$ cat config.mk
export PLATFORM = sky130hd
export DESIGN_NAME = bez_div
export DESIGN_NICKNAME = d
export VERILOG_FILES = /design/src/hdl/bez_pkg.sv /design/src/hdl/bez_div.sv
export SDC_FILE = /design/constraint.sdc
export NUM_CORES = 1
export LEC_CHECK = 0
export ABC_AREA = 1
export BUFFER_PORTS_ARGS = -buffer_cell sky130_fd_sc_hd__buf_2
export CORE_ASPECT_RATIO = 1.2
export CORE_MARGIN = 4
export CORE_UTILIZATION = 35
export CTS_BUF_LIST = sky130_fd_sc_hd__clkbuf_8
export CTS_CLUSTER_DIAMETER = 100
export DETAILED_ROUTE_END_ITERATION = 8
export PLACE_DENSITY = 0.57
export RECOVER_POWER = 25
export SLEW_MARGIN = 20
export SYNTH_ARGS = -nofsm -noshare
export SYNTH_HDL_FRONTEND = slang
export SYNTH_SLANG_ARGS = --single-unit
$ cat constraint.sdc
create_clock -name clock -period 2.4 [get_ports clock]
set_input_delay 0.24 -clock clock [delete_from_list [all_inputs] [get_ports clock]]
set_output_delay 0.24 -clock clock [all_outputs]
set_load 0.005 [all_outputs]
$ cat src/hdl/bez_pkg.sv
// Shared types and constants for the Bezier easing table entry core.
// Used by bez_mul, bez_div and bezier_easing_table_entry_core; depends on nothing.
`default_nettype none
package bez_pkg;

   localparam int VAL_W  = 40;
   localparam int T_W    = 32;
   localparam int FRAC_W = 30;
   localparam int DIV_W  = VAL_W + FRAC_W;
   localparam int DIV_CNT_W = $clog2(DIV_W + 1);
   localparam int CFG_W  = 17;
   localparam int SIZE_W = 13;
   localparam int OUT_W  = 18;
   localparam int CSR_IDX_W = 3;

   typedef logic signed [VAL_W-1:0] val_type;
   typedef logic signed [T_W-1:0] tval_type;

   localparam val_type ONE_Q30   = val_type'(64'sd1073741824);
   localparam val_type RESID_LIM = val_type'(64'sd107374);
   localparam val_type SLOPE_LIM = val_type'(64'sd1074);

   localparam logic [CSR_IDX_W-1:0] CSR_X1   = 3'd0;
   localparam logic [CSR_IDX_W-1:0] CSR_X2   = 3'd1;
   localparam logic [CSR_IDX_W-1:0] CSR_Y1   = 3'd2;
   localparam logic [CSR_IDX_W-1:0] CSR_Y2   = 3'd3;
   localparam logic [CSR_IDX_W-1:0] CSR_SIZE = 3'd4;

   localparam logic [1:0] REASON_CONV  = 2'd0;
   localparam logic [1:0] REASON_SLOPE = 2'd1;
   localparam logic [1:0] REASON_CAP   = 2'd2;

   typedef struct packed {
      logic     go;
      val_type  a;
      tval_type b;
   } mul_req_type;

   typedef struct packed {
      logic             go;
      logic [VAL_W-1:0] num;
      logic [VAL_W-1:0] den;
   } div_req_type;

endpackage
`default_nettype wire

$ cat src/hdl/bez_div.sv
// Restoring divider, one quotient bit per cycle: floor(num * 2^30 / den).
// Depends on bez_pkg.
`default_nettype none
module bez_div (
   input  wire logic                 clock,
   input  wire logic                 reset,
   input  wire bez_pkg::div_req_type req,
   output logic                      done,
   output logic [bez_pkg::DIV_W-1:0] quotient
);

   logic                             busy_ff, busy_in;
   logic                             done_ff, done_in;
   logic [bez_pkg::DIV_CNT_W-1:0]    cnt_ff, cnt_in;
   logic [bez_pkg::DIV_W-1:0]        qd_ff, qd_in;
   logic [bez_pkg::VAL_W-1:0]        rem_ff, rem_in;
   logic [bez_pkg::VAL_W-1:0]        den_ff, den_in;
   logic [bez_pkg::VAL_W:0]          sh;
   logic                             ge;

   assign sh = {rem_ff, qd_ff[bez_pkg::DIV_W-1]};
   assign ge = (sh >= {1'b0, den_ff});

   always_comb begin
      busy_in = busy_ff;
      done_in = 1'b0;
      cnt_in  = cnt_ff;
      qd_in   = qd_ff;
      rem_in  = rem_ff;
      den_in  = den_ff;
      if (req.go) begin
         busy_in = 1'b1;
         cnt_in  = '0;
         qd_in   = {req.num, {bez_pkg::FRAC_W{1'b0}}};
         rem_in  = '0;
         den_in  = req.den;
      end else if (busy_ff) begin
         rem_in = ge ? bez_pkg::VAL_W'(sh - {1'b0, den_ff}) : sh[bez_pkg::VAL_W-1:0];
         qd_in  = {qd_ff[bez_pkg::DIV_W-2:0], ge};
         cnt_in = cnt_ff + 1'b1;
         if (cnt_ff == bez_pkg::DIV_CNT_W'(bez_pkg::DIV_W - 1)) begin
            busy_in = 1'b0;
            done_in = 1'b1;
         end
      end
   end

   assign done     = done_ff;
   assign quotient = qd_ff;

   always_ff @(posedge clock) begin
      if (reset) begin
         busy_ff <= 1'b0;
         done_ff <= 1'b0;
      end else begin
         busy_ff <= busy_in;
         done_ff <= done_in;
      end
      cnt_ff <= cnt_in;
      qd_ff  <= qd_in;
      rem_ff <= rem_in;
      den_ff <= den_in;
   end

endmodule
`default_nettype wire

[After elaboration in Yosys (flattened, before gate mapping)]
Index checks and enable logic that the tools add are counted.
Cells by class
  add/sub/neg operators: 2
  magnitude comparators: 1
  eq/ne operators: 1
  mux-type cells: 7
  bitwise operators: 1
  reduce and logical (&&, ||, !) cells: 2
Operator list (count)
  two-way mux 70 bit: 2
  greater-or-equal comparator 41 x 40 -> 1 bit: 1
  two-way mux 40 bit: 1
  subtractor 40 bit: 1
  adder 7 x 1 -> 7 bit, second input constant: 1
  equality test 7 bit, second input constant: 1
  two-way mux 1 bit: 4
  OR reduction 3 bit: 1
  nonzero test 2 bit: 1
  NOT 1 bit: 1
Storage, ports and cells
  flip-flop bits (word level): 159
  input port bits: 83
  output and inout bits: 71

[Depth between registers and ports, before layout]
  word-level depth: 4
  gate-level depth with buffers: 18

[Least setup slack after synthesis]
OpenSTA, ideal clock, no wires.
  path kind: flip-flop to flip-flop
  start point: reg busy_ff
  end point: reg qd_ff, in the netlist quotient[30] (enable)
  arrival: 1.909 ns
  required time: 1.980 ns
  path slack: 0.071 ns
  cell stages (with the launch flop): 4
  period minus slack after synthesis: 2.329 ns
  path through: dfxtp_1 nor2_1 inv_1 clkbuf_1
On the way
  word-level cells in the longest chain between the ends: 1
Ends and longest elaborated chain
  from (decl): RTL line bez_div.sv:12  | logic busy_ff, busy_in;
  from (signal assigned): RTL line bez_div.sv:56  | busy_ff <= busy_in;
  nonzero test 2 bit (no source line)
  to (signal assigned): RTL line bez_div.sv:60  | qd_ff <= qd_in;
  to (decl): RTL line bez_div.sv:15  | logic [bez_pkg::DIV_W-1:0] qd_ff, qd_in;
Every way passes these cells.
A chain may end at the register's enable or synchronous reset.

[Final worst setup path]
  start point: reg den_ff[19] (netlist bit)
  end point: reg rem_ff[36] (netlist bit)
On the way
  word-level cells in the longest chain between the ends: 2
  elaborated cells on any way between the ends: 3
  those cells by class: add/sub (1); order compare (1); mux (1)
Ends and longest elaborated chain
  from (decl): RTL line bez_div.sv:17  | logic [bez_pkg::VAL_W-1:0] den_ff, den_in;
  from (signal assigned): RTL line bez_div.sv:62  | den_ff <= den_in;
  subtractor 40 bit / greater-or-equal comparator 41 x 40 -> 1 bit (equally long branches): RTL line bez_div.sv:38, bez_div.sv:22
  two-way mux 40 bit (*): RTL line bez_div.sv:38  | rem_in = ge ? bez_pkg::VAL_W'(sh - {1'b0, den_ff}) : sh[bez_pkg::VAL_W-1:0];
  to (signal assigned): RTL line bez_div.sv:61  | rem_ff <= rem_in;
  to (decl): RTL line bez_div.sv:16  | logic [bez_pkg::VAL_W-1:0] rem_ff, rem_in;
Every way passes the cells marked *; elsewhere a longest branch is shown, timed or not.

==> impl_metrics.toml <==
[placed_design]
placed_area_um2 = 10600
post-dp-hpwl_mm = 20.5
io_buffers = 153
dp.cells = 1730
gp_congestion = 0.914

[floorplanning]
coreArea_um2 = 26300
io_pins = 154
die_area_um2 = 29300
row_count = 65
die_y_um = 187
dieWidth_um = 157
start_util = 0.355

[finish]
final_area_um2 = 11400
layout-drive-gt1-share = 0.176
fin_cells = 1804
antenna_cells = 0
syn2layout_area_growth_pct = 22.6
post-route-util = 0.435
nNetsFinal = 1582

[route]
wire_per_inst_um = 14.6
antenna_left = 0
drc = 0
initialDrtViolationCount = 379
viasPerCell = 4.64
drt_wl_total_mm = 26.3
drtPass1Iterations = 5
vias = 8375

[setup_path]
reg2reg_from = "den_ff[19]$_DFFE_PP_"
r2r-end = "rem_ff[36]$_SDFFE_PP0P_"
cp_top_family = "simple AND/OR/NAND/NOR gates"
worstPathRequired_ns = 2.77
cp_num_buf_inv = 2
slowest_stage = "edfxtp_1"
crit_type = "reg -> reg"
critPathLaunchType = "flop"
ff2ff_path_depth = 14
crit_chain = "inv_1 -> ha_1 -> nand2_1 -> inv_1 -> nand2_1 -> nand2_1 -> a21oi_1 -> nand3_1 -> nand2_1 -> nand2_1 -> nand2_1 -> nand3_1 -> nand2_1 -> nand2_1"
cp_max_fo = 4
critPathMaxStageDelay_ns = 0.38
critical_path.most_common_cell = "nand2_1"
end_kind = "flop"
r2r_slack_ns = 0.13
worstPathArrival_ns = 2.64

[synth]
seq_area_frac_synth = 0.427
synth_fp_nets = 1379
yosys_warnings = 0
ys_seq_elements = 159
synth_edf_count = 80
syn-instance-count = 1253
yosysUniqueCellTypes = 36
syn-cell-area_um2 = 9320
synth.avg_cell_area_um2 = 7.44
async_flop_share = 0
yosys.area.top_type = "edfxtp_1"
synthTopCellsByArea = "edfxtp_1 26%, nand2_1 18%, dfxtp_1 17%, inv_1 8.5%, ha_1 5.6%"
synth-main-ff-cell = "edfxtp_1"
netlist.area_leader.share = 0.258

[clocking]
clockBufferDepth = 2
path_clk_slew_ns = 0.09
clkLatencyLatePin_ns = 0.47
htreeDepth = 4
cts_tree = "done"
cts-root-buf = "clkbuf_8"
clock-sinks = 159
cts_made_buffers = 17

[sta]
fin_skew_ns = 0.00922
finalMaxSlewViolations = 0
layout_min_cycle_time_ns = 2.27
rsz0062_at_grt = "yes"
fmax_mhz = 441
finalSetupViolCount = 0
slew_headroom = 0.666
hold_violations = 0
worstMarginPinSlew_ns = 0.501
final.period_utilization = 0.945

[worst_hold_path]
hold_class = "in -> reg"
worstHoldPathCells = 3
min_to = "quotient[30]$_DFFE_PP_"
hp-start = "req[40]"

[global_route]
grt_pass1_vias = 8521
grt_pass1_wl_mm = 43.5
grt_usage = 0.184
overflow = 0
grt_max_degree = 66
antenna_found_initial = 0

[power]
p_per_area_nw_per_um2 = 515
p_leak_nw = 5.82
power.total_w = 0.00588
ir_worst_vdd_uv = 311

[flow_run]
maxCapViolations = 0

[outcome]
outcome = "finished, final reports clean"
[cell usage after synthesis, types with 10 or more instances]
library cell  number
nand2_1          435
inv_1            211
edfxtp_1          80
dfxtp_1           79
nand3_1           74
nor2_1            74
ha_1              42
a22o_1            39
a21oi_1           30
nand3b_1          30
o22ai_1           30
clkbuf_1          21
xnor2_1           18
o21ai_0           11
nor3_1            10
[power breakdown]
| group | internal (W) | switching, W |
|---|---|---|
| Sequential | 0.00299 | 0.0000630 |
| Clock | 0.00100 | 0.00111 |
| Combinational | 0.000306 | 0.000411 |
| Total | 0.00430 | 0.00158 |
[stage by stage]
stage	hold slack [ns]	worst slack [ns]	setup TNS, ns
after floorplan	0.319	0.0707	0
after global placement	0.418	-0.0576	-0.0824
after detailed placement	0.418	-0.0861	-0.133
after CTS	0.0281	0.00404	0
after global routing	0.0381	-0.0107	-0.0227
final	0.0665	0.131	0
[cell usage in the layout, fill, tap and decap left out, types with 12 or more instances in the layout]
cell	instances
a22o_1	39
nand2_1	431
buf_2	151
a21oi_1	28
inv_1	209
nand3b_1	30
xnor2_1	18
nand3_1	73
o22ai_1	30
buf_4	22
edfxtp_1	80
dlygate4sd3_1	41
nor2_1	69
ha_1	41
clkbuf_8	19
nor2_2	12
dfxtp_1	79
[final cells by class]
cell class	count	area [um^2]
Sequential cell	159	3980
Timing Repair Buffer	219	1410
Clock buffer	19	262
Multi-Input combinational cell	838	4390
Inverter	221	830
Clock inverter	13	146
Fill cell	2759	14800
Tap cell	335	419
[registers in the layout, summed over array words and instances (netlist names)]
register and count:
busy_ff 1, quotient 70, rem_ff 40, done 1, den_ff 40, cnt_ff 7
[per-layer routing]
| layer | track usage | up-vias | wire length, um |
|---|---|---|---|
| li1 | - | 4393 | - |
| met1 | 0.234 | 3788 | 12000 |
| met2 | 0.320 | 174 | 12800 |
| met3 | 0.0362 | 20 | 1130 |
| met4 | 0.0434 | 0 | 374 |
| met5 | 0 | - | 0 |
[worst max-delay path by stage]
stage	start	to	cells past startpoint	slack (ns)
final	den_ff[19]$_DFFE_PP_	rem_ff[36]$_SDFFE_PP0P_	14	0.13
after global routing	den_ff[9]$_DFFE_PP_	rem_ff[34]$_SDFFE_PP0P_	16	-0.01
after CTS	quotient[69]$_DFFE_PP_	rem_ff[32]$_SDFFE_PP0P_	17	0.004
after detailed placement	quotient[69]$_DFFE_PP_	rem_ff[32]$_SDFFE_PP0P_	17	-0.09
after global placement	quotient[69]$_DFFE_PP_	rem_ff[32]$_SDFFE_PP0P_	17	-0.06
after floorplan	busy_ff$_SDFF_PP0_	quotient[30]$_DFFE_PP_	3	0.07
[repair_timing]
item | 4_1_cts | 5_1_grt
buffers inserted | 0 | 1
hold endpoints to repair | 41 | 0
hold buffers | 41 | 0
setup endpoints to repair | 3 | 39
gates resized for setup | 3 | 14
pin swaps | 0 | 1
[cell families (layout without fill, tap and decap cells)]
kind of cell / count (synthesis) / in the layout / share of synthesized area
flops: 159 / 159 / 0.427
buf+inv: 256 / 472 / 0.109
compound gates: 116 / 116 / 0.0833
simple gates: 659 / 659 / 0.303
xor+xnor: 20 / 20 / 0.0188
fa+ha+maj: 43 / 43 / 0.0585
[tightest hold or removal path: stages]
cell	delay, ns
buf_2	0.08
nand2_1	0.04
o21ai_0	0.07
Power figures use the tool's default switching activity.
