===== src/hdl/bez_pkg.sv =====
// Shared types and constants for the Bezier easing table entry core.
// Used by bez_mul, bez_div and bezier_easing_table_entry_core; depends on nothing.
`default_nettype none
package bez_pkg;

   localparam int VAL_W  = 40;
   localparam int T_W    = 32;
   localparam int FRAC_W = 30;
   localparam int DIV_W  = VAL_W + FRAC_W;
   localparam int DIV_CNT_W = $clog2(DIV_W + 1);
   localparam int CFG_W  = 17;
   localparam int SIZE_W = 13;
   localparam int OUT_W  = 18;
   localparam int CSR_IDX_W = 3;

   typedef logic signed [VAL_W-1:0] val_type;
   typedef logic signed [T_W-1:0] tval_type;

   localparam val_type ONE_Q30   = val_type'(64'sd1073741824);
   localparam val_type RESID_LIM = val_type'(64'sd107374);
   localparam val_type SLOPE_LIM = val_type'(64'sd1074);

   localparam logic [CSR_IDX_W-1:0] CSR_X1   = 3'd0;
   localparam logic [CSR_IDX_W-1:0] CSR_X2   = 3'd1;
   localparam logic [CSR_IDX_W-1:0] CSR_Y1   = 3'd2;
   localparam logic [CSR_IDX_W-1:0] CSR_Y2   = 3'd3;
   localparam logic [CSR_IDX_W-1:0] CSR_SIZE = 3'd4;

   localparam logic [1:0] REASON_CONV  = 2'd0;
   localparam logic [1:0] REASON_SLOPE = 2'd1;
   localparam logic [1:0] REASON_CAP   = 2'd2;

   typedef struct packed {
      logic     go;
      val_type  a;
      tval_type b;
   } mul_req_type;

   typedef struct packed {
      logic             go;
      logic [VAL_W-1:0] num;
      logic [VAL_W-1:0] den;
   } div_req_type;

endpackage
`default_nettype wire


===== src/hdl/bez_mul.sv =====
// Multi-cycle signed Q30 multiplier: a * t / 2^30, truncated toward zero.
// Uses two 40x16 partial products; depends on bez_pkg.
`default_nettype none
module bez_mul (
   input  wire logic                clock,
   input  wire logic                reset,
   input  wire bez_pkg::mul_req_type req,
   output logic                     done,
   output bez_pkg::val_type         result
);

   typedef enum logic [4:0] {
      M_IDLE = 5'b00001,
      M_LO   = 5'b00010,
      M_HI   = 5'b00100,
      M_SUM  = 5'b01000,
      M_DONE = 5'b10000
   } mstate_type;

   localparam int PP_W   = bez_pkg::VAL_W + 16;
   localparam int PROD_W = bez_pkg::VAL_W + bez_pkg::T_W;

   mstate_type                   state_ff, state_in;
   logic [bez_pkg::VAL_W-1:0]    ua_ff, ua_in;
   logic [bez_pkg::T_W-1:0]      ub_ff, ub_in;
   logic                         neg_ff, neg_in;
   logic [PP_W-1:0]              pp_ff, pp_in;
   logic [PROD_W-1:0]            prod_ff, prod_in;
   logic [bez_pkg::VAL_W-1:0]    mag;

   always_comb begin
      state_in = state_ff;
      ua_in    = ua_ff;
      ub_in    = ub_ff;
      neg_in   = neg_ff;
      pp_in    = pp_ff;
      prod_in  = prod_ff;
      unique case (state_ff)
         M_IDLE: begin
            if (req.go) begin
               ua_in    = req.a[bez_pkg::VAL_W-1] ? bez_pkg::VAL_W'(-req.a) : req.a;
               ub_in    = req.b[bez_pkg::T_W-1] ? bez_pkg::T_W'(-req.b) : req.b;
               neg_in   = req.a[bez_pkg::VAL_W-1] ^ req.b[bez_pkg::T_W-1];
               state_in = M_LO;
            end
         end
         M_LO: begin
            pp_in    = ua_ff * ub_ff[15:0];
            state_in = M_HI;
         end
         M_HI: begin
            prod_in  = PROD_W'(pp_ff);
            pp_in    = ua_ff * ub_ff[31:16];
            state_in = M_SUM;
         end
         M_SUM: begin
            prod_in  = prod_ff + {pp_ff, 16'd0};
            state_in = M_DONE;
         end
         M_DONE: begin
            state_in = M_IDLE;
         end
         default: state_in = M_IDLE;
      endcase
   end

   assign mag    = prod_ff[bez_pkg::FRAC_W +: bez_pkg::VAL_W];
   assign done   = (state_ff == M_DONE);
   assign result = neg_ff ? bez_pkg::val_type'(-mag) : bez_pkg::val_type'(mag);

   always_ff @(posedge clock) begin
      if (reset) begin
         state_ff <= M_IDLE;
      end else begin
         state_ff <= state_in;
      end
      ua_ff   <= ua_in;
      ub_ff   <= ub_in;
      neg_ff  <= neg_in;
      pp_ff   <= pp_in;
      prod_ff <= prod_in;
   end

endmodule
`default_nettype wire


===== config.mk =====
export PLATFORM = sky130hd
export DESIGN_NAME = bez_mul
export DESIGN_NICKNAME = d
export VERILOG_FILES = /design/src/hdl/bez_pkg.sv /design/src/hdl/bez_mul.sv
export SDC_FILE = /design/constraint.sdc
export NUM_CORES = 2
export LEC_CHECK = 0
export BUFFER_PORTS_ARGS = -buffer_cell sky130_fd_sc_hd__buf_2
export CAP_MARGIN = 20
export CORE_ASPECT_RATIO = 0.9
export CORE_MARGIN = 2
export CORE_UTILIZATION = 50
export CTS_BUF_LIST = sky130_fd_sc_hd__clkbuf_8
export CTS_CLUSTER_DIAMETER = 80
export DETAILED_ROUTE_END_ITERATION = 10
export GPL_TIMING_DRIVEN = 0
export PLACE_DENSITY = 0.72
export SLEW_MARGIN = 0
export SYNTH_ARGS = -nofsm -noshare
export SYNTH_HDL_FRONTEND = slang
export SYNTH_SLANG_ARGS = --single-unit

===== constraint.sdc =====
create_clock -name clock -period 18.1 [get_ports clock]
set_input_delay 1.81 -clock clock [delete_from_list [all_inputs] [get_ports clock]]
set_output_delay 1.81 -clock clock [all_outputs]
set_load 0.03 [all_outputs]

# Yosys cells after proc, flatten, opt, wreduce, memory -nomap -nowiden
# Cells that the tools add are included.
[totals]
register_bits = 206
inputBits = 75
output_inout_bits = 41
wordCells = 31
[classes]
n_addsub = 4
n_mul = 2
n_eq_ne = 6
muxes = 7
bitwise_logic = 1
reduce_logical = 3
[op_table]
columns = ["op", "count"]
rows = [
  ["72-bit case mux with 2 select lines", 1],
  ["40-bit by 16-bit multiplier with 56-bit output", 2],
  ["56-bit case mux with 2 select lines", 1],
  ["40-bit negation", 2],
  ["72-bit adder", 1],
  ["40-bit two-way mux", 1],
  ["39-bit two-way mux", 1],
  ["32-bit negation", 1],
  ["31-bit two-way mux", 1],
  ["5-bit case mux with 4 select lines", 1],
  ["5-bit by 1-bit equality test with 1-bit output (second input constant)", 1],
  ["5-bit by 2-bit equality test with 1-bit output (second input constant)", 1],
  ["5-bit by 3-bit equality test with 1-bit output (second input constant)", 1],
  ["5-bit by 4-bit equality test with 1-bit output (second input constant)", 1],
  ["5-bit equality test (second input constant)", 1],
  ["5-bit two-way mux", 1],
  ["2-bit nonzero test", 2],
  ["2-bit inequality test (second input constant)", 1],
  ["2-bit AND reduction", 1],
  ["1-bit XOR", 1],
]

# Longest topological paths before layout
[depth]
ltp_word = 2
mapped_depth = 26
depth_no_buf = 25

# Least setup slack after synthesis
# OpenSTA, ideal clock, no wires.
[synth_path]
path_type = "register -> register"
start = "register ua_ff[10] (netlist name)"
end = "register pp_ff[54], data pin"
setup_time_ns = 0.256
arrival_time_ns = 6.448
required_time_ns = 17.844
slack_ns = 11.396
path_stages_with_launch = 22
n_path_buf = 1
path_cell_list = "edfxtp_1 -> clkbuf_1 -> nand2_1 -> fa_1 -> fa_1 -> fa_1 -> fa_1 -> inv_1 -> fa_1 -> fa_1 -> ha_1 -> and3_1 -> nand3_1 -> o211ai_1 -> a21oi_1 -> o41ai_2 -> a31oi_1 -> o41a_1 -> o21ai_1 -> nand4_1 -> mux2i_1 -> a31o_2"
[synth_via]
elab_chain_cells = 2
[synth_lines]
columns = ["element", "line", "source"]
rows = [
  ["start: declaration", "bez_mul.sv:24", "logic [bez_pkg::VAL_W-1:0] ua_ff, ua_in;"],
  ["start signal: assignment", "bez_mul.sv:77", "ua_ff <= ua_in;"],
  ["40-bit by 16-bit multiplier with 56-bit output, on equally long branches", "bez_mul.sv:53, bez_mul.sv:48", ""],
  ["56-bit case mux with 2 select lines *", "bez_mul.sv:38", "unique case (state_ff)"],
  ["net pp_in[54]", "bez_mul.sv:27", "logic [PP_W-1:0] pp_ff, pp_in;"],
  ["end signal: assignment", "bez_mul.sv:80", "pp_ff <= pp_in;"],
  ["end: declaration", "bez_mul.sv:27", ""],
]
# The timed path passes the listed nets; every way through them passes the cells marked *.
# A chain may end at the register's enable or synchronous reset.

# Worst setup path after layout
[layout_path]
start = "register ub_ff[24] (netlist name)"
end = "register pp_ff[55], data pin"
[layout_via]
elab_chain_cells = 2
[layout_lines]
columns = ["element", "line", "source"]
rows = [
  ["start: declaration", "bez_mul.sv:25", "logic [bez_pkg::T_W-1:0] ub_ff, ub_in;"],
  ["start signal: assignment", "bez_mul.sv:78", "ub_ff <= ub_in;"],
  ["40-bit by 16-bit multiplier with 56-bit output", "bez_mul.sv:53", "pp_in = ua_ff * ub_ff[31:16];"],
  ["56-bit case mux with 2 select lines", "bez_mul.sv:38", ""],
  ["net pp_in[55]", "bez_mul.sv:27", ""],
]
# The timed path passes the listed nets, and every way through them passes these cells.

==> run summary <==
Status - finished clean
Cell taking the most area after synthesis - fa_1
Syn nets - 7,386
Netlist cell types - 67
FF+latch count, synth - 188
Crit-path max cell delay - 0.87 ns
Delay-heaviest family, CP - adder cells
Post-DP HPWL - 148,000 um
Crit-path most repeated cell - fa_1
H-tree depth - 4
Ys async rst share - 0%
All-layer global routing usage - 34.1%
WP data required - 18.43 ns
Root buf cell - clkbuf_8
Routed Antenna Nets - 0
RSZ-0062 raised after global routing - false
Cell area after layout - 0.0548 sq mm
Die area - 0.106 sq mm
Max_slew headroom - 13.3%
Postcts setup bufs - 0
Routed len/inst - 23.4 um
CTS Buf Count - 17
Mean cell area of the mapped netlist - 8.72 sq um
Die X - 343 um
Initial antenna violation count - 13
Ys Warns - 0
Worst Path Buf+Inv - 7
Hold Crit Class - register to register
DRT Wirelength - 175,000 um
Die height - 309 um
Top-area cell type share of the netlist area - 41.0%
Clock Latency Late Sink - 0.65 ns
Max Root-Sink Buffers - 2
Dominant synthesized flop cell - edfxtp_1
Initial Util - 50.7%
CTS tree - done
NumNets Final - 7,537
DP Area - 0.0542 sq mm
Inst Count DP - 7,417
Worst-Margin Slew - 1.30 ns
Min Tclk post-route - 8.95 ns
Peak fanout along the critical path - 11
Fmax - 112 MHz
Hold Violations, Final - 0
IO Count - 116
Worst-path clk slew - 0.14 ns
Non-Filler Instances - 7,469
Register area share after synthesis - 10.8%
CP arrival - 9.29 ns
Cts repair resizes - 0
Largest net degree at the start of global routing - 68
Worst Setup Start Kind - register
TNS Setup - 0 ns
DRC viols - 0
Fin. max-slew vios - 0
Detailed router's first-iteration violation count - 3,864
Clk_skew - 0.0566 ns
Tcrit/Tclk final - 49.5%
Hold bufs inserted after CTS - 0
Top cells by area, synth - fa_1 41%, edfxtp_1 11%, inv_1 9.0%
Port bufs - 115
Congestion Overflow GR - 0
Layout cells sized above 1 - 3.15%
Cells after synthesis - 5,938
Final Core Density - 53.6%
Core area - 0.102 sq mm
Vias in the first global route - 44,011
Mapped Area - 0.0518 sq mm
Via Count - 42,324
Rows - 111
Global-route wire length before repair - 266,000 um
CP Capture Type - register
DRT Pass-1 Iters - 7
Area growth syn-to-layout - 5.75%
Number of synthesized flops with an enable pin - 183
Final Wtd Congestion - 1.04
Avg Vias per Cell - 5.67
Internal reg-to-reg setup slack - 9.15 ns
CP max stage cell - clkbuf_1
Setup CP Type - register to register
Endpoints failing setup - 0
Sink Count - 188
Maxcap violations - 0
[per-stage QoR]
step                      setup WS (ns)  hold WS (ns)
after global placement             9.46         0.508
after global routing               8.99         0.566
after CTS                          9.40         0.532
final                              9.15         0.537
after detailed placement           9.42         0.518
after floorplan                   11.40         0.483
[placed cells by master (no fill, tap or decap), types with 6 or more instances in the layout]
master    synthesis  final
inv_1          1236   1236
nand2_1        1096   1095
fa_1           1061   1061
and2_1          401    400
clkbuf_1        320    320
ha_1            312    312
a21oi_1         211    211
xnor2_1         183    183
edfxtp_1        183    183
o21ai_0         169    169
nor2_1          143    142
buf_2             0    116
a21o_1          103    103
xor2_1           67     67
nand4_1          41     41
nand3_1          40     40
o31ai_1          39     39
o21bai_1         25     25
nand2b_1         25     25
nor3_1           24     24
or3_1            23     23
and3_1           21     21
a31oi_1          19     19
o41ai_1          17     17
clkbuf_8          0     17
or4_1            16     16
a211oi_1         15     15
nor2b_1          15     15
diode_2           0     11
o21a_1           10     10
o211ai_1          9      9
a211o_1           8      8
a21boi_0          8      8
buf_8             0      8
nor4_1            7      7
o31a_1            6      6
[per-layer routing]
metal	track usage (%)	routed length [um]	vias up
met4	20.8	12300	4
met5	0	27	-
met2	52.0	75800	2180
li1	-	-	18335
met3	9.85	19600	485
met1	43.1	66800	21320
[cell usage after synthesis, types with 40 or more instances]
library cell  number
inv_1           1236
nand2_1         1096
fa_1            1061
and2_1           401
clkbuf_1         320
ha_1             312
a21oi_1          211
edfxtp_1         183
xnor2_1          183
o21ai_0          169
nor2_1           143
a21o_1           103
xor2_1            67
nand4_1           41
nand3_1           40
[area by class of cell]
type	instances	area, sq um
Timing Repair Buffer	132	836
Sequential cell	188	5600
Tap cell	1356	1700
Buffer	325	1220
Fill cell	9638	47500
Clock buffer	17	234
Clock inverter	15	173
Antenna cell	11	27.5
Inverter	1236	4640
Multi-Input combinational cell	4189	40300
[flip-flops by register name, summed over array words and instances (netlist names)]
register	cells
neg_ff	1
pp_ff	56
prod_ff	54
state_ff	5
ua_ff	40
ub_ff	32
[worst paths after layout]
check,startpoint,endpoint,cells after the start
min reg2reg,state_ff[2],state_ff[2],1
max,ub_ff[24],pp_ff[55],26
min,state_ff[2],state_ff[2],1
max reg2reg,ub_ff[24],pp_ff[55],26
[cells by family (layout without fill, tap and decap cells)]
family / after synthesis / after routing / share of synthesized area (%)
AOI/OAI and AO/OA: 679 / 679 / 8.17
xor gates and xnor gates: 250 / 250 / 4.23
adders and majority gates: 1373 / 1373 / 48.6
buffers and inverters: 1561 / 1725 / 11.3
DFF: 188 / 188 / 10.8
muxes: 7 / 7 / 0.143
other: 0 / 11 / 0
and+or+nand+nor: 1880 / 1880 / 16.8
Power is left out: the tool's default activity adds up to more than one toggle a clock period on the data nets, which glitch-free logic cannot reach.
